[src/hdl/dcms_pkg.sv]
// dcms_pkg: shared types, register indexes and helpers for the dc motor stiction step
// used by dcms_div, dcms_mul and dc_motor_stiction_model_step
package dcms_pkg;

  localparam int DATA_W    = 32;
  localparam int REG_W     = 31;
  localparam int DT_W      = 17;
  localparam int CFG_IDX_W = 3;
  localparam int SAT_W     = 66;

  localparam int MUL_A_W = 33;
  localparam int MUL_B_W = 32;
  localparam int MUL_P_W = MUL_A_W + MUL_B_W;

  localparam int DIV_N_W  = 48;
  localparam int DIV_D_W  = 31;
  localparam int DIV_CNT_W = 6;
  localparam logic [DIV_CNT_W-1:0] DIV_LONG_N  = DIV_CNT_W'(DIV_N_W);
  localparam logic [DIV_CNT_W-1:0] DIV_SHORT_N = DIV_CNT_W'(DIV_D_W);

  localparam int H_W = 22;
  localparam logic [DIV_D_W-1:0] FRIC_GAIN = DIV_D_W'(1000);

  // window = ((friction_torque >> 3) * recip) >> 35, exact floor of /1000 for 31-bit values
  localparam int FRIC_PRE_SHIFT = 3;
  localparam int FRIC_SHIFT     = 35;
  localparam logic signed [MUL_B_W-1:0] FRIC_RECIP = MUL_B_W'(274877907);

  localparam logic [CFG_IDX_W-1:0] REG_TORQUE_LIMIT    = 3'd0;
  localparam logic [CFG_IDX_W-1:0] REG_FRICTION_TORQUE = 3'd1;
  localparam logic [CFG_IDX_W-1:0] REG_DAMPING         = 3'd2;
  localparam logic [CFG_IDX_W-1:0] REG_INERTIA         = 3'd3;
  localparam logic [CFG_IDX_W-1:0] REG_POSITION_MIN    = 3'd4;
  localparam logic [CFG_IDX_W-1:0] REG_POSITION_MAX    = 3'd5;

  typedef struct packed {
    logic [DT_W-1:0]          time_step;
    logic signed [DATA_W-1:0] torque_command;
    logic signed [DATA_W-1:0] load_torque;
  } in_item_t;

  typedef struct packed {
    logic signed [DATA_W-1:0] applied_torque;
    logic signed [DATA_W-1:0] new_position;
    logic signed [DATA_W-1:0] new_velocity;
    logic signed [DATA_W-1:0] net_torque;
    logic                     at_limit;
  } out_item_t;

  typedef struct packed {
    logic start;
    logic long_op;
  } div_req_t;

  typedef struct packed {
    logic busy;
    logic done;
  } div_stat_t;

  function automatic logic signed [DATA_W-1:0] sat32(input logic signed [SAT_W-1:0] x);
    logic signed [SAT_W-1:0] hi;
    logic signed [SAT_W-1:0] lo;
    hi = SAT_W'(32'sh7fffffff);
    lo = SAT_W'(32'sh80000000);
    if (x > hi) begin
      return 32'sh7fffffff;
    end else if (x < lo) begin
      return 32'sh80000000;
    end
    return x[DATA_W-1:0];
  endfunction

endpackage

[src/hdl/dcms_mul.sv]
// dcms_mul: shared signed multiplier with registered product
// the product appears in the cycle after its operands; depends on dcms_pkg
module dcms_mul (
  input  logic                                clk,
  input  logic signed [dcms_pkg::MUL_A_W-1:0] a,
  input  logic signed [dcms_pkg::MUL_B_W-1:0] b,
  output logic signed [dcms_pkg::MUL_P_W-1:0] p
);
  import dcms_pkg::*;

  logic signed [MUL_P_W-1:0] p_r;

  always_ff @(posedge clk) begin
    p_r <= MUL_P_W'(a) * MUL_P_W'(b);
  end

  assign p = p_r;

endmodule

[config.mk]
export PLATFORM = sky130hd
export DESIGN_NAME = dcms_mul
export DESIGN_NICKNAME = d
export VERILOG_FILES = /design/src/hdl/dcms_pkg.sv /design/src/hdl/dcms_mul.sv
export SDC_FILE = /design/constraint.sdc
export NUM_CORES = 2
export LEC_CHECK = 0
export BUFFER_PORTS_ARGS = -buffer_cell sky130_fd_sc_hd__clkbuf_2
export CAP_MARGIN = 20
export CELL_PAD_IN_SITES_DETAIL_PLACEMENT = 0
export CELL_PAD_IN_SITES_GLOBAL_PLACEMENT = 1
export CORE_MARGIN = 2
export CORE_UTILIZATION = 52
export CTS_CLUSTER_DIAMETER = 150
export DETAILED_ROUTE_END_ITERATION = 8
export PLACE_DENSITY = 0.94
export SLEW_MARGIN = 20
export SYNTH_ARGS = -nofsm -noshare
export SYNTH_HDL_FRONTEND = slang
export SYNTH_SLANG_ARGS = --single-unit
[constraint.sdc]
create_clock -name clk -period 10.4 [get_ports clk]
set_input_delay 0.52 -clock clk [delete_from_list [all_inputs] [get_ports clk]]
set_output_delay 0.52 -clock clk [all_outputs]
set_load 0.01 [all_outputs]
Word level (Yosys, flattened, before mapping)
Cells that the tools add are included.
- $add $sub $neg: 0
- $mul: 1
- div/mod/pow operators: 0
- order comparisons: 0
- eq/ne operators: 0
- shift-type cells: 0
- mux-type cells: 0
- bitwise operators: 0
- reductions and logical operators: 0
- operator list (operator ; number):
    33-bit by 32-bit multiplier with 65-bit output ; 1
- register bits: 65
- bits in latches: 0
- memory bits (writable): 0
- memory bits (read-only): 0
- bits of input ports: 66
- word-level logic and storage cells: 2
- memories kept: 0

Longest topological paths before layout
- depth after elaboration: 1
- depth in mapped cells: 29
- mapped depth without buffers: 27

Least setup slack after synthesis
OpenSTA, ideal clock, no wires.
- path type: in2reg
- from: input port a[32] in the netlist's numbering
- to: register p_r[64], in the netlist p[64]
- setup time: 72 ps
- data arrival time: 7792 ps
- required time: 10328 ps
- setup slack: 2536 ps
- stages: 26
- path buffers: 1
- cells stage by stage: clkbuf_1 > nand2_1 > inv_1 > fa_1 > inv_1 > fa_1 > inv_1 > fa_1 > fa_1 > inv_1 > fa_1 > inv_1 > fa_1 > inv_1 > fa_1 > inv_1 > fa_1 > ha_1 > and3_1 > and2_1 > a221o_1 > a22o_1 > a31oi_1 > o311ai_1 > o211ai_1 > xnor2_1
- cells in the longest elaborated chain, start to end: 1
- ends and longest elaborated chain (what ; RTL line ; text):
    from (decl) ; dcms_mul.sv:5 ; input logic signed [dcms_pkg::MUL_A_W-1:0] a,
    33-bit by 32-bit multiplier with 65-bit output ; dcms_mul.sv:14 ; p_r <= MUL_P_W'(a) * MUL_P_W'(b);
    to (signal assigned) ; dcms_mul.sv:14 ;
    to (decl) ; dcms_mul.sv:11 ; logic signed [MUL_P_W-1:0] p_r;
No other way between the ends.

Worst setup path after layout
- from: input port a[13] in the netlist's numbering
- to: register p_r[61], in the netlist p[61]
The elaborated chain is that of the path after synthesis.

==> key figures <==
Placement
  • Buffers on Ports: 130
  • DP Area: 39470 sq um
  • Number of cells after detailed placement: 4913
  • Post-DP HPWL: 82270 um
  • Global placement routability congestion: 0.9580

Global route
  • GR Util All Layers: 28.30%
  • First-pass GRT wire length: 163500 um
  • Number of global-route vias before repair: 29510
  • Remaining Overflow, GRT: 0
  • Largest net degree at the start of global routing: 34
  • Initial antenna violation count: 6

Timing
  • Fmax: 111.8 MHz
  • Tightest Pin Transition: 1.009 ns
  • RSZ-0062 raised after global routing: no
  • Final setup vio count: 0
  • Final TNS setup: 0 ns
  • Hold WS: 0.8645 ns
  • Min Tclk post-route: 8.946 ns
  • Max-slew headroom: 32.65%
  • Final Slew Violations: 0
  • Hold Vio Cnt, Final: 0
  • Final period utilization: 86.01%

Die
  • DIE HEIGHT: 275.2 um
  • Die ar.: 75740 sq um
  • Die Wd: 275.2 um
  • Initial Utilization: 52.51%
  • Placeable Area: 72830 sq um
  • IO Count: 131
  • Row cnt: 99

Finish
  • Multi-input gate area: 32440 sq um
  • Layout net count: 5329
  • Final Non-Filler Cells: 4929
  • Seq. cell area: 1301 sq um
  • Share of cells above drive strength 1: 4.332%
  • Fillers: 6379
  • Number of diodes: 0
  • Area growth from synthesis to layout: 3.998%
  • Number of flip-flops in the largest register: 65
  • Fin area: 39780 sq um

Route
  • Vias per cell: 5.404
  • Total wire length: 100200 um
  • Drt pass-1 iters: 5
  • DR vias: 26630
  • WL/cell: 20.33 um
  • # DRC: 0
  • Final ANT Viol Nets: 0
  • Drt initial violations: 1950

Logic synthesis
  • Main synth FF type: dfxtp_1
  • Synth Cell Area: 38250 sq um
  • Async set-reset flop share out of synthesis: 0%
  • Synth Register Bits: 65
  • Mapped Cells: 4014
  • Netlist cell types: 55
  • YS warnings: 0
  • Post-synthesis sequential area ratio: 3.402%
  • EDFF count, synth: 0
  • Synthesized Nets: 5378
  • Syn avg cell area: 9.529 sq um

Critical path
  • Type of the worst setup path: in2reg
  • Crit path DAT: 9.22 ns
  • Worst Path Required: 10.67 ns
  • CP Max Fanout: 32
  • Setup crit start kind: input port
  • Critical path endpoint category: register

Clocking
  • CTS tree: yes
  • Maximum buffer depth of the clock tree: 2
  • Clk pin slew, worst setup/hold paths: 0.09 ns
  • Post-cts resize count: 0
  • Total CTS buffers: 9
  • CTS Sinks: 65
  • Post CTS Setup Buffer Count: 0
  • Htree depth: 3
  • Hold Buf Count CTS: 0
  • CTS Root Buffer Type: clkbuf_16

Status
  • Status: finished, final reports clean

Flow run
  • Max Cap Violations: 0

Min path
  • HP Class: in2reg
-- cells by family after synthesis --
family | after synthesis | share of synthesized area [%]
adder cells (fa/ha/maj) | 1298 | 64.29
AO/OA/AOI/OAI | 202 | 3.468
flip-flops | 65 | 3.402
AND/OR/NAND/NOR | 1175 | 15.37
buffers and inverters | 1200 | 11.78
XOR/XNOR | 74 | 1.694
-- per-stage QoR --
step / util [%] / worst slack, ns
6_report: 54.61 / 1.454
3_5_place_dp: 54.18 / 1.079
5_1_grt: 54.61 / 1.074
2_1_floorplan: - / 2.536
4_1_cts: 54.61 / 1.459
3_3_place_gp: 54.18 / 1.174
-- synth_stat cells (all sizes together) (8+ instances only) --
library cell	count	area share (%)
a21o	30	0.59
a21oi	70	0.92
a31oi	8	0.13
and2	531	8.7
and3	8	0.13
clkbuf	210	2.1
dfxtp	65	3.4
fa	1112	58
ha	186	6.1
inv	989	9.7
nand2	536	5.3
nand2b	11	0.18
nand3	12	0.16
nand4	12	0.20
nor2	47	0.46
o21ai	31	0.41
o21bai	13	0.26
xnor2	47	1.1
xor2	27	0.62
-- placed cells by master (no fill, tap or decap), types with 12 or more instances in the layout --
cell	count
nand3_1	12
clkbuf_2	130
nand2_1	536
xor2_1	27
fa_1	1112
dfxtp_1	65
a21oi_1	70
o21ai_0	25
a21o_1	30
xnor2_1	47
o21bai_1	12
nand4_1	12
nor2_1	47
buf_4	21
ha_1	186
inv_1	989
and2_1	531
-- layout make-up --
| type | count | share of cell area [%] |
|---|---|---|
| Clock inverter | 5 | 0.2013 |
| Multi-Input combinational cell | 2749 | 81.56 |
| Sequential cell | 65 | 3.271 |
| Timing Repair Buffer | 151 | 2.032 |
| Inverter | 989 | 9.333 |
| Tap cell | 959 | 3.016 |
| Clock buffer | 11 | 0.5851 |
-- routing by layer --
layer / up-vias / routed length (um) / GRT usage, %
met5: - / 66 / 0
met4: 10 / 4619 / 11.81
met3: 256 / 8349 / 5.698
met2: 1117 / 48530 / 46.20
met1: 13950 / 38640 / 37.11
li1: 11310 / - / -
-- path summary, 6_finish.rpt --
check             depth (start not counted)  startpoint     to  slack [ns]
setup / recovery                         25       a[13]  p[61]        1.45
hold / removal                            2        a[0]   p[0]        0.86
-- worst max-delay path, cell delays in order --
cell and delay [ns]:
clkbuf_2 0.51, and2_1 0.41, fa_1 0.56, fa_1 0.45, fa_1 0.53, inv_1 0.05, fa_1 0.47, inv_1 0.05
fa_1 0.50, inv_1 0.05, fa_1 0.52, inv_1 0.05, fa_1 0.50, fa_1 0.41, ha_1 0.34, a21o_1 0.22
a31oi_1 0.30, nor2_1 0.09, a211oi_1 0.42, a21oi_1 0.21, o2111ai_1 0.67, nand2_1 0.23, a2111oi_0 0.73, o41ai_1 0.21
xor2_1 0.17
Power is not shown: default switching activity piles up to over one toggle a cycle in this logic, so the estimate is an artifact.
