===== config.mk =====
export PLATFORM = sky130hd
export DESIGN_NAME = dcms_div
export DESIGN_NICKNAME = d
export VERILOG_FILES = /design/src/hdl/dcms_pkg.sv /design/src/hdl/dcms_div.sv
export SDC_FILE = /design/constraint.sdc
export NUM_CORES = 1
export LEC_CHECK = 0
export ABC_CLOCK_PERIOD_IN_PS = 5200
export BUFFER_PORTS_ARGS = -buffer_cell sky130_fd_sc_hd__buf_2
export CAP_MARGIN = 20
export CELL_PAD_IN_SITES_DETAIL_PLACEMENT = 2
export CELL_PAD_IN_SITES_GLOBAL_PLACEMENT = 2
export CORE_MARGIN = 4
export CORE_UTILIZATION = 35
export CTS_BUF_LIST = sky130_fd_sc_hd__clkbuf_8
export DETAILED_ROUTE_END_ITERATION = 6
export GPL_ROUTABILITY_DRIVEN = 0
export HOLD_SLACK_MARGIN = 0.1
export PLACE_DENSITY = 0.8
export SLEW_MARGIN = 15
export SYNTH_ARGS = -nofsm -noshare
export SYNTH_HDL_FRONTEND = slang
export SYNTH_SLANG_ARGS = --single-unit

===== constraint.sdc =====
create_clock -name clk -period 5.2 [get_ports clk]
set_clock_uncertainty 0.1 [all_clocks]
set_input_delay 0.26 -clock clk [delete_from_list [all_inputs] [get_ports clk]]
set_output_delay 0.26 -clock clk [all_outputs]
set_load 0.01 [all_outputs]

===== src/hdl/dcms_pkg.sv =====
// dcms_pkg: shared types, register indexes and helpers for the dc motor stiction step
// used by dcms_div, dcms_mul and dc_motor_stiction_model_step
package dcms_pkg;

  localparam int DATA_W    = 32;
  localparam int REG_W     = 31;
  localparam int DT_W      = 17;
  localparam int CFG_IDX_W = 3;
  localparam int SAT_W     = 66;

  localparam int MUL_A_W = 33;
  localparam int MUL_B_W = 32;
  localparam int MUL_P_W = MUL_A_W + MUL_B_W;

  localparam int DIV_N_W  = 48;
  localparam int DIV_D_W  = 31;
  localparam int DIV_CNT_W = 6;
  localparam logic [DIV_CNT_W-1:0] DIV_LONG_N  = DIV_CNT_W'(DIV_N_W);
  localparam logic [DIV_CNT_W-1:0] DIV_SHORT_N = DIV_CNT_W'(DIV_D_W);

  localparam int H_W = 22;
  localparam logic [DIV_D_W-1:0] FRIC_GAIN = DIV_D_W'(1000);

  // window = ((friction_torque >> 3) * recip) >> 35, exact floor of /1000 for 31-bit values
  localparam int FRIC_PRE_SHIFT = 3;
  localparam int FRIC_SHIFT     = 35;
  localparam logic signed [MUL_B_W-1:0] FRIC_RECIP = MUL_B_W'(274877907);

  localparam logic [CFG_IDX_W-1:0] REG_TORQUE_LIMIT    = 3'd0;
  localparam logic [CFG_IDX_W-1:0] REG_FRICTION_TORQUE = 3'd1;
  localparam logic [CFG_IDX_W-1:0] REG_DAMPING         = 3'd2;
  localparam logic [CFG_IDX_W-1:0] REG_INERTIA         = 3'd3;
  localparam logic [CFG_IDX_W-1:0] REG_POSITION_MIN    = 3'd4;
  localparam logic [CFG_IDX_W-1:0] REG_POSITION_MAX    = 3'd5;

  typedef struct packed {
    logic [DT_W-1:0]          time_step;
    logic signed [DATA_W-1:0] torque_command;
    logic signed [DATA_W-1:0] load_torque;
  } in_item_t;

  typedef struct packed {
    logic signed [DATA_W-1:0] applied_torque;
    logic signed [DATA_W-1:0] new_position;
    logic signed [DATA_W-1:0] new_velocity;
    logic signed [DATA_W-1:0] net_torque;
    logic                     at_limit;
  } out_item_t;

  typedef struct packed {
    logic start;
    logic long_op;
  } div_req_t;

  typedef struct packed {
    logic busy;
    logic done;
  } div_stat_t;

  function automatic logic signed [DATA_W-1:0] sat32(input logic signed [SAT_W-1:0] x);
    logic signed [SAT_W-1:0] hi;
    logic signed [SAT_W-1:0] lo;
    hi = SAT_W'(32'sh7fffffff);
    lo = SAT_W'(32'sh80000000);
    if (x > hi) begin
      return 32'sh7fffffff;
    end else if (x < lo) begin
      return 32'sh80000000;
    end
    return x[DATA_W-1:0];
  endfunction

endpackage


===== src/hdl/dcms_div.sv =====
// dcms_div: bit-serial restoring unsigned divider, one quotient bit per cycle
// short run of 31 steps or long run of 48 steps; depends on dcms_pkg
module dcms_div (
  input  logic                          clk,
  input  logic                          rst_n,
  input  dcms_pkg::div_req_t            req,
  input  logic [dcms_pkg::DIV_N_W-1:0]  dividend,
  input  logic [dcms_pkg::DIV_D_W-1:0]  divisor,
  output dcms_pkg::div_stat_t           stat,
  output logic [dcms_pkg::DIV_N_W-1:0]  quotient
);
  import dcms_pkg::*;

  logic                 busy_r;
  logic [DIV_CNT_W-1:0] cnt_r;
  logic [DIV_D_W-1:0]   rem_r;
  logic [DIV_N_W-1:0]   dq_r;
  logic [DIV_D_W-1:0]   dvs_r;

  logic [DIV_D_W:0]     shifted;
  logic [DIV_D_W:0]     trial;
  logic                 ge;

  assign shifted = {rem_r, dq_r[DIV_N_W-1]};
  assign ge      = shifted >= {1'b0, dvs_r};
  assign trial   = shifted - {1'b0, dvs_r};

  assign stat.busy = busy_r;
  assign stat.done = busy_r && (cnt_r == '0);
  assign quotient  = dq_r;

  always_ff @(posedge clk) begin
    if (!rst_n) begin
      busy_r <= 1'b0;
      cnt_r  <= '0;
    end else if (req.start) begin
      busy_r <= 1'b1;
      cnt_r  <= req.long_op ? DIV_LONG_N : DIV_SHORT_N;
    end else if (busy_r) begin
      if (cnt_r == '0) begin
        busy_r <= 1'b0;
      end else begin
        cnt_r <= cnt_r - 1'b1;
      end
    end
  end

  always_ff @(posedge clk) begin
    if (req.start) begin
      rem_r <= '0;
      dvs_r <= divisor;
      dq_r  <= req.long_op ? dividend
                           : {dividend[DIV_D_W-1:0], (DIV_N_W-DIV_D_W)'(0)};
    end else if (busy_r && (cnt_r != '0)) begin
      rem_r <= ge ? trial[DIV_D_W-1:0] : shifted[DIV_D_W-1:0];
      dq_r  <= {dq_r[DIV_N_W-2:0], ge};
    end
  end

endmodule


After elaboration in Yosys (flattened, before gate mapping)
Cells that the tools add are included.
{"block": "totals", "elab_cells": 27, "n_memories": 0, "romBits": 0, "output_inout_bits": 50, "mem_bits_rw": 0, "inputBits": 83, "latchBits": 0, "ff_bits": 117}
{"block": "op_classes", "reduce_logical": 7, "bitwise": 0, "n_eq_ne": 1, "shift": 0, "n_mux": 11, "order_cmp": 1, "div": 0, "addsub": 2, "n_mul": 0}
{"cell": "48-bit two-way mux", "n": 3}
{"cell": "32-bit by 31-bit greater-or-equal comparator with 1-bit output", "n": 1}
{"cell": "31-bit two-way mux", "n": 1}
{"cell": "31-bit subtractor", "n": 1}
{"cell": "6-bit two-way mux", "n": 4}
{"cell": "6-bit zero test", "n": 1}
{"cell": "6-bit nonzero test", "n": 1}
{"cell": "6-bit by 1-bit subtractor with 6-bit output, second input constant", "n": 1}
{"cell": "2-bit nonzero test", "n": 2}
{"cell": "1-bit two-way mux", "n": 3}
{"cell": "1-bit logical AND", "n": 2}
{"cell": "2-bit inequality test, second input constant", "n": 1}
{"cell": "2-bit AND reduction", "n": 1}

Longest topological paths before layout
Gate-level depths: netlist of the first run.
{"block": "logic_depth", "word_depth": 4, "depth_mapped": 13}

Worst setup path after synthesis of the first run
OpenSTA, ideal clock, no wires.
{"block": "synth_path", "path_kind": "reg-to-reg", "from": "register dq_r[47] (netlist: quotient[47])", "to": "register rem_r[14]", "synth_period_minus_slack_ps": 2963, "required_ps": 5026, "setup_time_ps": 74, "n_path_buf": 1, "stages_incl_launch_ff": 13, "arrival_time_ps": 2789, "slack_ps": 2237, "cell_sequence": "edfxtp_1 -> inv_1 -> ha_1 -> fa_1 -> nor2b_1 -> o31a_1 -> o221ai_1 -> a21o_1 -> a21oi_1 -> nor2_2 -> buf_4 -> or3b_2 -> a31oi_1"}
{"block": "synth_via", "elab_chain_cells": 2}
{"item": "start, declared", "line_no": "dcms_div.sv:17", "source": "logic [DIV_N_W-1:0] dq_r;"}
{"item": "start signal, assigned", "line_no": "dcms_div.sv:52", "source": "dq_r <= req.long_op ? dividend"}
{"item": "start signal, assigned", "line_no": "dcms_div.sv:56", "source": "dq_r <= {dq_r[DIV_N_W-2:0], ge};"}
{"item": "31-bit subtractor / 32-bit by 31-bit greater-or-equal comparator with 1-bit output (equally long branches)", "line_no": "dcms_div.sv:26, dcms_div.sv:25"}
{"item": "31-bit two-way mux (*)", "line_no": "dcms_div.sv:55", "source": "rem_r <= ge ? trial[DIV_D_W-1:0] : shifted[DIV_D_W-1:0];"}
{"item": "end signal, assigned", "line_no": "dcms_div.sv:55"}
{"item": "end, declared", "line_no": "dcms_div.sv:16", "source": "logic [DIV_D_W-1:0] rem_r;"}
Mark *: on every way between the ends. The rest lies on a longest branch, timed or not.
A chain may end at the register's enable or synchronous reset.

Worst setup path after layout of the first run
{"block": "layout_path", "from": "register dvs_r[23]", "to": "register rem_r[18]"}
{"block": "layout_via", "elab_chain_cells": 2}
{"item": "start, declared", "line_no": "dcms_div.sv:18", "source": "logic [DIV_D_W-1:0] dvs_r;"}
{"item": "start signal, assigned", "line_no": "dcms_div.sv:51", "source": "dvs_r <= divisor;"}
{"item": "32-bit by 31-bit greater-or-equal comparator with 1-bit output", "line_no": "dcms_div.sv:25", "source": "assign ge = shifted >= {1'b0, dvs_r};"}
{"item": "31-bit two-way mux", "line_no": "dcms_div.sv:55"}
No other way between the ends.

==> results of run 1 <==
[cell usage after synthesis (all sizes together), types with 2 or more instances]
| library cell | instances | area [um^2] |
|---|---|---|
| a2bb2oi | 4 | 35.0 |
| a221oi | 2 | 23.8 |
| xnor2 | 7 | 61.3 |
| o22ai | 2 | 12.5 |
| a21boi | 10 | 75.1 |
| mux2i | 36 | 360 |
| nand2 | 59 | 224 |
| a21oi | 74 | 374 |
| nor2 | 73 | 277 |
| nor3 | 9 | 45.0 |
| a2111oi | 2 | 23.8 |
| dfxtp | 38 | 761 |
| a211oi | 6 | 57.6 |
| or3 | 6 | 37.5 |
| o31a | 2 | 17.5 |
| buf | 5 | 42.5 |
| a211o | 6 | 52.6 |
| o21a | 12 | 90.1 |
| o21ai | 42 | 210 |
| a21o | 8 | 60.1 |
| and3 | 4 | 25.0 |
| a22o | 16 | 140 |
| nor3b | 3 | 22.5 |
| o311ai | 3 | 26.3 |
| nand3b | 2 | 15.0 |
| clkbuf | 31 | 116 |
| ha | 33 | 413 |
| inv | 46 | 173 |
| o211ai | 4 | 30.0 |
| o21bai | 3 | 22.5 |
| a31oi | 13 | 87.6 |
| nand3 | 12 | 60.1 |
| o31ai | 5 | 37.5 |
| nor4 | 2 | 12.5 |
| edfxtp | 79 | 2370 |
| nor2b | 2 | 12.5 |
| nand4 | 4 | 25.0 |
| and2 | 5 | 31.3 |
| xor2 | 5 | 43.8 |
| nand2b | 6 | 37.5 |
| or2 | 2 | 12.5 |
| a311oi | 11 | 96.3 |
[through the flow]
stage                     total power, mW  hold slack [ns]  instance area [um^2]  std cells
after floorplan                      1.54            0.259                  6780        707
after global placement               1.72            0.337                  7650       1068
after detailed placement             1.76            0.338                  7650       1068
after CTS                            2.81            0.101                  8780       1168
after global routing                 2.96            0.140                  8790       1169
final                                2.82            0.138                  8790       1169
[cells by family after synthesis]
logic type                 Yosys count  synth area share [%]
and+or+nand+nor                    191                  12.6
buffers and inverters               83                  4.95
muxes                               37                  5.48
DFF                                117                  46.2
adders and majority gates           34                  6.39
AOI/OAI and AO/OA                  233                  22.8
xor gates and xnor gates            12                  1.55
[registers in the layout, summed over array words and instances, names as in the netlist]
| register | cells |
|---|---|
| quotient | 48 |
| dvs_r | 31 |
| rem_r | 31 |
| busy_r | 1 |
| cnt_r | 6 |
[power breakdown]
part           switching (mW)  internal, mW
Sequential             0.0622          1.10
Combinational           0.389         0.264
Clock                   0.471         0.537
[worst max-delay path by stage]
| stage | from | endpoint | slack [ns] | cells past startpoint |
|---|---|---|---|---|
| floorplan | quotient[47]$_DFFE_PP_ | rem_r[14]$_SDFFE_PP0P_ | 2.24 | 12 |
| global placement | dvs_r[23]$_DFFE_PP_ | rem_r[18]$_SDFFE_PP0P_ | 1.59 | 11 |
| detailed placement | dvs_r[23]$_DFFE_PP_ | rem_r[18]$_SDFFE_PP0P_ | 1.44 | 11 |
| CTS | dvs_r[23]$_DFFE_PP_ | rem_r[18]$_SDFFE_PP0P_ | 1.39 | 11 |
| global route | dvs_r[23]$_DFFE_PP_ | rem_r[18]$_SDFFE_PP0P_ | 1.15 | 11 |
| finish | dvs_r[23]$_DFFE_PP_ | rem_r[18]$_SDFFE_PP0P_ | 1.43 | 11 |
[layout make-up]
class                      count  area (um^2)  share of cell area [%]
multi-input combinational    507         3310                    37.7
sequential                   117         3130                    35.6
timing repair buffer         206         1400                    15.9
tap                          260          325                    3.70
clock buffer                  17          234                    2.66
clock inverter                15          215                    2.45
inverter                      47          176                    2.01
[routing by layer]
| metal | up-vias | GRT usage [%] |
|---|---|---|
| met4 | 0 | 10.7 |
| met3 | 63 | 4.69 |
| met5 | - | 0 |
| met1 | 3246 | 27.5 |
| met2 | 166 | 44.2 |
| li1 | 2984 | - |
[critical path: cells and delay by family, from the launching register on]
kind / cells / cell delay (ns)
AOI/OAI and AO/OA: 6 / 1.58
DFF: 1 / 0.33
and+or+nand+nor: 2 / 0.86
buffers and inverters: 2 / 0.40
adders and majority gates: 1 / 0.40
[what timing repair did]
item | 4_1_cts | 5_1_grt
hold endpoints to repair | 71 | 0
hold buffers | 68 | 0
resized for setup | 0 | 0
setup buffers | 0 | 0
==> flow_summary_export.csv, run 1 <==
group,metric,value,unit
status,status,"complete, no violations",
critical_path,cp_max_fo,19,
pwr,power_leakage,3.76,nW
routing,num_vias,6459,
layout,nets,1013,
routing,wl_per_cell,22.6,um
die,die-height,147,um
timing,rsz0062_at_grt,"false",
timing,fin_crit_sh,72.6,%
critical_path,critical_path_arrival,4.05,ns
global_route,antenna_found_initial,0,
placement,pre_cts_ws,1.44,ns
clocking,cts.clk_slew.worst_paths,0.09,ns
timing,slew_headroom,28.0,%
routing,met1Wirelength,10.5,mm
layout,synthToLayoutAreaGrowth,29.7,%
placement,dp_hpwl,16.4,mm
synthesis,syn_inst,707,
routing,routed_wl,26.4,mm
synthesis,synth_area,0.00678,mm^2
clocking,cts_tree,"yes",
pwr,cellPowerDensity,321,mW/mm^2
timing,slew_viol_final,0,
synthesis,synth_nets,824,
die,die-area,0.0217,mm^2
clocking,cts_sinks,117,
critical_path,reg2reg_slack,1.43,ns
routing,top_layer,"met4",
critical_path,crit_type,"flop to flop",
critical_path,crit_path_frequent_cell,"a211o_1",
die,fp-row-count,50,
die,start_util,35.9,%
layout,fin_util,46.5,%
synthesis,ys_ff_latch,117,
global_route,grtUsageTotal,24.3,%
routing,ant_nets,0,
layout,fillers,2036,
hold_path,hold_path_class,"input pin to flop",
critical_path,crit_slowest_cell,"nor2_2",
synthesis,yosysWarnings,0,
timing,worst_slack,1.43,ns
die,die_w,147,um
global_route,grt_max_degree,67,
global_route,grt_pass1_wl,41.1,mm
hold_path,hp-start,"dividend[17]",
critical_path,cpPeakStageDelay,0.78,ns
clocking,cts_made_buffers,17,
job,maxCapViolCount,0,
critical_path,timing.rr.end,"rem_r[18]$_SDFFE_PP0P_",
critical_path,critical_path.startpoint_type,"flop",
global_route,grt_overflow,0,
pwr,ir_worst_vdd,0.166,mV
layout,antenna_cells,0,
placement,port_buffers,132,
timing,fin_setup_tns,0,ns
hold_path,worstHoldPathCells,3,
synthesis,ys_seq_area_share,46.2,%
routing,dr_wl_met3,999,um
synthesis,synth_cell_types,65,
hold_path,hold_end,"quotient[17]$_DFFE_PP_",
critical_path,r2r-start,"dvs_r[23]$_DFFE_PP_",
timing,period_needed,3.77,ns
routing,detail_route.iter0.violations,283,
routing,drc,0,
layout,layout-drive-gt1-share,20.2,%
critical_path,worstSetupEndpointType,"flop",
synthesis,ys.flop_type,"edfxtp_1",
timing,max_freq,0.265,GHz
global_route,grt_pass1_vias,7227,
routing,dr.pass1.iters,4,
layout,final_cell_mix,"buf_2 (131), edfxtp_1 (79), a21oi_1 (73)",
clocking,clockRootBuffer,"clkbuf_8",
routing,dr_wl_met2,13.9,mm
synthesis,async_flop_share,0,%
clocking,cts_max_level,4,
synthesis,synth_edf_count,79,
timing,finalSetupViolCount,0,
die,core-area,0.0189,mm^2
critical_path,required,5.48,ns
synthesis,avgSynthCellArea,9.59,um^2
timing,finalHoldViolCount,0,
routing,vias_per_cell,5.53,
clocking,cts_buffer_depth,2,
die,ios,133,
layout,mostFrequentLayoutCell,"buf_2",
timing,worst_pin_slew,1.08,ns
critical_path,crit_chain,"inv_1 > ha_1 > a21o_1 > a31oi_2 > o21ai_1 > a211o_1 > a211o_1 > nor2_2 > buf_4 > nand2_1 > a311oi_1",
clocking,insertion_delay,0.48,ns
critical_path,r2r_cells,11,
(Power assumes the default switching activity.)
==> run 2, diff against run 1 <==
- ABC_CLOCK_PERIOD_IN_PS: 5200 -> 3850
- clock period: 5.2 -> 3.85 ns (I/O delays scaled with it)
==> run 2 against run 1 <==
  * Combinational power increased by 40%
  * Cell count increased by 1.9%
  * Count of clock-buffer cells in the layout did not move
  * Sequential share of layout area is 0.44 points lower
  * Non-clock buffer count grew 21
  * Hold slack gained 0.015 ns
  * Wire length rose by 5.2%
  * Maximum frequency increased by 3.9%
  * Highest routed layer unchanged
==> flow_summary_export.csv, run 2 (synthesis results as in run 1) <==
group,metric,value,unit
status,status,"complete, no violations",
pwr,swShare,35.1,%
global_route,antenna_found_initial,1,
layout,layout-drive-gt1-share,20.2,%
pwr,p_switching,1.25,mW
global_route,grt_overflow,0,
critical_path,crit_chain,"inv_1 > ha_1 > fa_1 > nor2b_1 > o31a_1 > o221ai_1 > a21o_1 > a21oi_1 > nor2_2 > buf_12 > or3_1 > a311oi_1",
routing,num_vias,6622,
pwr,internal_power,2.31,mW
routing,routed_wl,27.8,mm
hold_path,hold_path_class,"input pin to flop",
timing,slew_viol_final,0,
timing,finalSetupViolCount,0,
clocking,cts_tree,"yes",
clocking,clockRootBuffer,"clkbuf_8",
layout,fin_area,0.00890,mm^2
clocking,cts_max_level,4,
job,maxCapViolCount,0,
die,die_w,147,um
critical_path,crit_slowest_cell,"fa_1",
die,core-area,0.0189,mm^2
layout,synthToLayoutAreaGrowth,31.3,%
clocking,insertion_delay,0.46,ns
critical_path,cpPeakStageDelay,0.41,ns
placement,pre_cts_ws,0.253,ns
critical_path,critical_path_arrival,3.88,ns
placement,dpl-instance-area,0.00770,mm^2
critical_path,path_buf_inv,2,
routing,wl_per_cell,23.3,um
pwr,p_comb_share,25.7,%
clocking,cts_sinks,117,
placement,port_buffers,132,
die,die-height,147,um
timing,worst_slack,0.217,ns
critical_path,worstSetupEndpointType,"flop",
global_route,grt_pass1_vias,7468,
routing,detail_route.iter0.violations,357,
clocking,cts_made_buffers,17,
critical_path,critical_path.startpoint_type,"flop",
timing,fin_crit_sh,94.4,%
critical_path,required,4.10,ns
global_route,grt_max_degree,64,
pwr,p_clk_share,30.3,%
layout,final_cell_mix,"buf_2 (131), dlygate4sd3_1 (84), edfxtp_1 (79)",
routing,ant_nets,0,
layout,nets,1034,
clocking,cts_buffer_depth,2,
critical_path,reg2reg_slack,0.22,ns
die,die-area,0.0217,mm^2
placement,dp_hpwl,16.4,mm
pwr,cellPowerDensity,400,mW/mm^2
layout,mostFrequentLayoutCell,"buf_2",
layout,largest_reg_flops,48,
pwr,power_leakage,3.79,nW
clocking,cts.clk_slew.worst_paths,0.09,ns
timing,fin_setup_tns,0,ns
timing,period_needed,3.63,ns
die,ios,133,
layout,fillers,2085,
die,start_util,35.9,%
global_route,grt_pass1_wl,43.3,mm
timing,max_freq,0.275,GHz
critical_path,cp_max_fo,17,
layout,fin_cells,1191,
routing,dr.pass1.iters,5,
die,fp-row-count,50,
global_route,grtUsageTotal,25.8,%
timing,slew_headroom,37.5,%
placement,dp_cells,1074,
timing,rsz0062_at_grt,"false",
pwr,seq_power_share,44.0,%
critical_path,cp_top_family,"compound AO/OA/AOI/OAI gates",
routing,drc,0,
clocking,ctsResizeCount,0,
pwr,ir_worst_vdd,0.188,mV
routing,vias_per_cell,5.56,
critical_path,crit_type,"flop to flop",
timing,worst_pin_slew,0.936,ns
timing,finalHoldViolCount,0,
run 2: changes by cell type in the layout (fill, tap and decap cells not counted), sizes merged:
cell,previous run,this run
diode,0,1
bufinv,4,0
buf,138,143
clkinv,4,6
dlygate4sd3,68,84
inv,54,53
clkinvlp,0,3
run 2: worst reg2reg max path, stage by stage (launching register included):
cell and delay [ns]:
edfxtp_1 0.38, inv_1 0.05, ha_1 0.23, fa_1 0.41, nor2b_1 0.21, o31a_1 0.20, o221ai_1 0.18, a21o_1 0.27
a21oi_1 0.36, nor2_2 0.26, buf_12 0.23, or3_1 0.37, a311oi_1 0.28
run 2: layout make-up:
class	count	area, um^2	area share (%)
clock buffers	17	234	2.63
flip-flops and latches	117	3130	35.2
well taps	260	325	3.65
diodes	1	2.50	0.0281
multi-input cells	507	3310	37.2
repair buffers	227	1600	18.0
inverters	47	176	1.98
clock inverters	15	119	1.34
run 2: through the flow:
step                power (mW)  util [%]  hold WS [ns]
finish                    3.56      47.1         0.153
global route              3.74      47.1         0.136
CTS                       3.51      47.1         0.109
detailed placement        2.38      40.8         0.271
global placement          2.33      40.8         0.269
floorplan                 2.08         -         0.191
run 2: routing by layer:
layer	up-vias	GRT usage, %	routed length [um]
li1	3035	-	-
met1	3360	28.9	10900
met2	159	47.1	14700
met3	68	4.94	877
met4	0	11.7	1300
met5	-	0	0
run 2: path summary, 6_finish.rpt:
check,from,to,cells after the start
hold / removal,dividend[26],quotient[26]$_DFFE_PP_,3
setup reg to reg,quotient[47]$_DFFE_PP_,rem_r[5]$_SDFFE_PP0P_,12
hold reg to reg,rem_r[16]$_SDFFE_PP0P_,rem_r[16]$_SDFFE_PP0P_,2
setup / recovery,quotient[47]$_DFFE_PP_,rem_r[5]$_SDFFE_PP0P_,12
run 2: what timing repair did:
item	4_1_cts	5_1_grt
endpoints found under the hold margin	82	0
buffers inserted	0	0
hold buffers	84	0
run 2: power by group through the flow:
stage	logic [mW]	registers, mW	clock network, mW
after floorplan	0.485	1.59	0
final	0.914	1.57	1.08
after global routing	1.00	1.58	1.16
after detailed placement	0.795	1.58	0
after CTS	0.877	1.56	1.07
after global placement	0.756	1.58	0
==> run 3, diff against run 2 <==
- CAP_MARGIN: 20 -> 5
- PLACE_DENSITY: 0.8 -> 0.89
==> run 3 against run 2 <==
  * Count of clock-buffer cells in the layout unchanged
  * Register-to-register slack worse by 0.12 ns
  * First-iteration DRC count up 40%
  * Core utilization up 0.21 points
  * Critical path type unchanged
  * Largest power group unchanged
==> flow_summary_export.csv, run 3 (synthesis results as in run 1) <==
group,metric,value,unit
timing,period_needed,3.75,ns
hold_path,hold_path_class,"input pin to flop",
pwr,cellPowerDensity,420,mW/mm^2
layout,largest_reg_flops,48,
layout,mostFrequentLayoutCell,"buf_2",
global_route,antenna_found_initial,1,
timing,finalHoldViolCount,0,
clocking,clockRootBuffer,"clkbuf_8",
die,die_w,147,um
die,start_util,35.9,%
critical_path,crit_path_frequent_cell,"a21o_1",
critical_path,reg2reg_slack,0.10,ns
hold_path,hold_end,"quotient[21]$_DFFE_PP_",
critical_path,required,4.15,ns
critical_path,timing.rr.end,"rem_r[19]$_SDFFE_PP0P_",
routing,met1Wirelength,12.6,mm
timing,slew_headroom,39.8,%
timing,worst_pin_slew,0.903,ns
clocking,insertion_delay,0.50,ns
routing,dr_wl_met2,16.8,mm
die,core-area,0.0189,mm^2
clocking,cts_sinks,117,
die,die-area,0.0217,mm^2
job,maxCapViolCount,0,
routing,drc,0,
global_route,grt_overflow,0,
timing,rsz0062_at_grt,"false",
hold_path,worstHoldPathCells,3,
timing,hold_ws,0.119,ns
global_route,grt_max_degree,58,
routing,detail_route.iter0.violations,499,
layout,synthToLayoutAreaGrowth,31.9,%
pwr,ir_worst_vdd,0.235,mV
global_route,grt_pass1_wl,48.1,mm
routing,wl_per_cell,27.1,um
timing,fin_setup_tns,0,ns
layout,nets,1032,
timing,fin_crit_sh,97.4,%
die,die-height,147,um
global_route,grtUsageTotal,29.0,%
clocking,cts_buffer_depth,2,
routing,top_layer,"met4",
routing,dr.pass1.iters,6,
status,status,"complete, no violations",
timing,max_freq,0.267,GHz
critical_path,cp_max_fo,12,
layout,layout-drive-gt1-share,20.4,%
critical_path,critical_path.startpoint_type,"flop",
critical_path,critical_path_arrival,4.05,ns
clocking,cts_max_level,4,
routing,routed_wl,32.2,mm
critical_path,r2r_cells,12,
placement,port_buffers,132,
hold_path,hp-start,"dividend[21]",
critical_path,crit_type,"flop to flop",
die,ios,133,
pwr,power_leakage,3.81,nW
die,fp-row-count,50,
timing,slew_viol_final,0,
global_route,grt_pass1_vias,7802,
clocking,cts.clk_slew.worst_paths,0.12,ns
layout,final_cell_mix,"buf_2 (131), dlygate4sd3_1 (84), edfxtp_1 (79)",
clocking,cts_made_buffers,17,
placement,dp_hpwl,17.1,mm
critical_path,crit_chain,"inv_1 > ha_1 > fa_1 > nor2b_1 > o31a_1 > o221ai_1 > a21o_1 > a21o_1 > nand2_4 > buf_4 > o311ai_0 > a31oi_1",
critical_path,cpPeakStageDelay,0.42,ns
critical_path,worstSetupEndpointType,"flop",
routing,dr_wl_met3,1.15,mm
critical_path,r2r-start,"quotient[47]$_DFFE_PP_",
critical_path,crit_slowest_cell,"fa_1",
routing,ant_nets,0,
routing,num_vias,7000,
clocking,cts_tree,"yes",
routing,vias_per_cell,5.89,
clocking,post_cts_buffers,0,
timing,finalSetupViolCount,0,
run 3: per-stage QoR:
stage / total power [mW] / setup WS [ns] / utilization, % / cells / instance area, um^2
3_5_place_dp: 2.38 / 0.287 / 40.7 / 1072 / 7690
3_3_place_gp: 2.34 / 0.502 / 40.7 / 1072 / 7690
6_report: 3.75 / 0.101 / 47.3 / 1189 / 8940
2_1_floorplan: 2.08 / 0.887 / - / 707 / 6780
4_1_cts: 3.62 / 0.169 / 47.2 / 1188 / 8910
5_1_grt: 3.87 / 0.0355 / 47.3 / 1189 / 8940
run 3: final cells by class:
cell class              instances  area [um^2]
multi-input cells             507         3340
clock inverters                15          149
inverters                      47          176
clock buffers                  17          234
repair buffers                225         1580
flip-flops and latches        117         3130
well taps                     260          325
diodes                          1         2.50
fillers                      2020         9950
run 3: metal layers:
metal  up-vias  track usage (%)
met2       257             53.2
met5         -                0
li1       3033                -
met1      3603             32.9
met3       107             4.23
met4         0             14.1
run 3: timing repair:
item / CTS / global route
hold buffers: 84 / 0
gates resized for setup: 0 / 4
setup endpoints to repair: 0 / 10
endpoints found under the hold margin: 83 / 0
run 3: how the worst max path moves through the flow:
stage                            from                endpoint  slack [ns]  cells after the start
6_report       quotient[47]$_DFFE_PP_  rem_r[19]$_SDFFE_PP0P_        0.10                     12
5_1_grt        quotient[47]$_DFFE_PP_   rem_r[7]$_SDFFE_PP0P_        0.04                     12
4_1_cts        quotient[47]$_DFFE_PP_   rem_r[7]$_SDFFE_PP0P_        0.17                     12
3_5_place_dp   quotient[47]$_DFFE_PP_   rem_r[7]$_SDFFE_PP0P_        0.29                     12
3_3_place_gp      dvs_r[23]$_DFFE_PP_   rem_r[5]$_SDFFE_PP0P_        0.50                     11
2_1_floorplan  quotient[47]$_DFFE_PP_  rem_r[14]$_SDFFE_PP0P_        0.89                     12
run 3: worst max-delay path, delay by kind of cell (launching register included):
kind | cells | cell delay (ns)
adder cells (fa/ha/maj) | 2 | 0.65
buffers and inverters | 2 | 0.35
AO/OA/AOI/OAI | 6 | 1.64
flip-flops | 1 | 0.40
AND/OR/NAND/NOR | 2 | 0.51
run 3: power by group:
part	switching, mW	total, mW	internal [mW]	leakage, nW
combinational	0.595	0.969	0.374	2.52
clock	0.717	1.20	0.484	0.191
sequential	0.0978	1.58	1.48	1.10
total	1.41	3.75	2.34	3.81
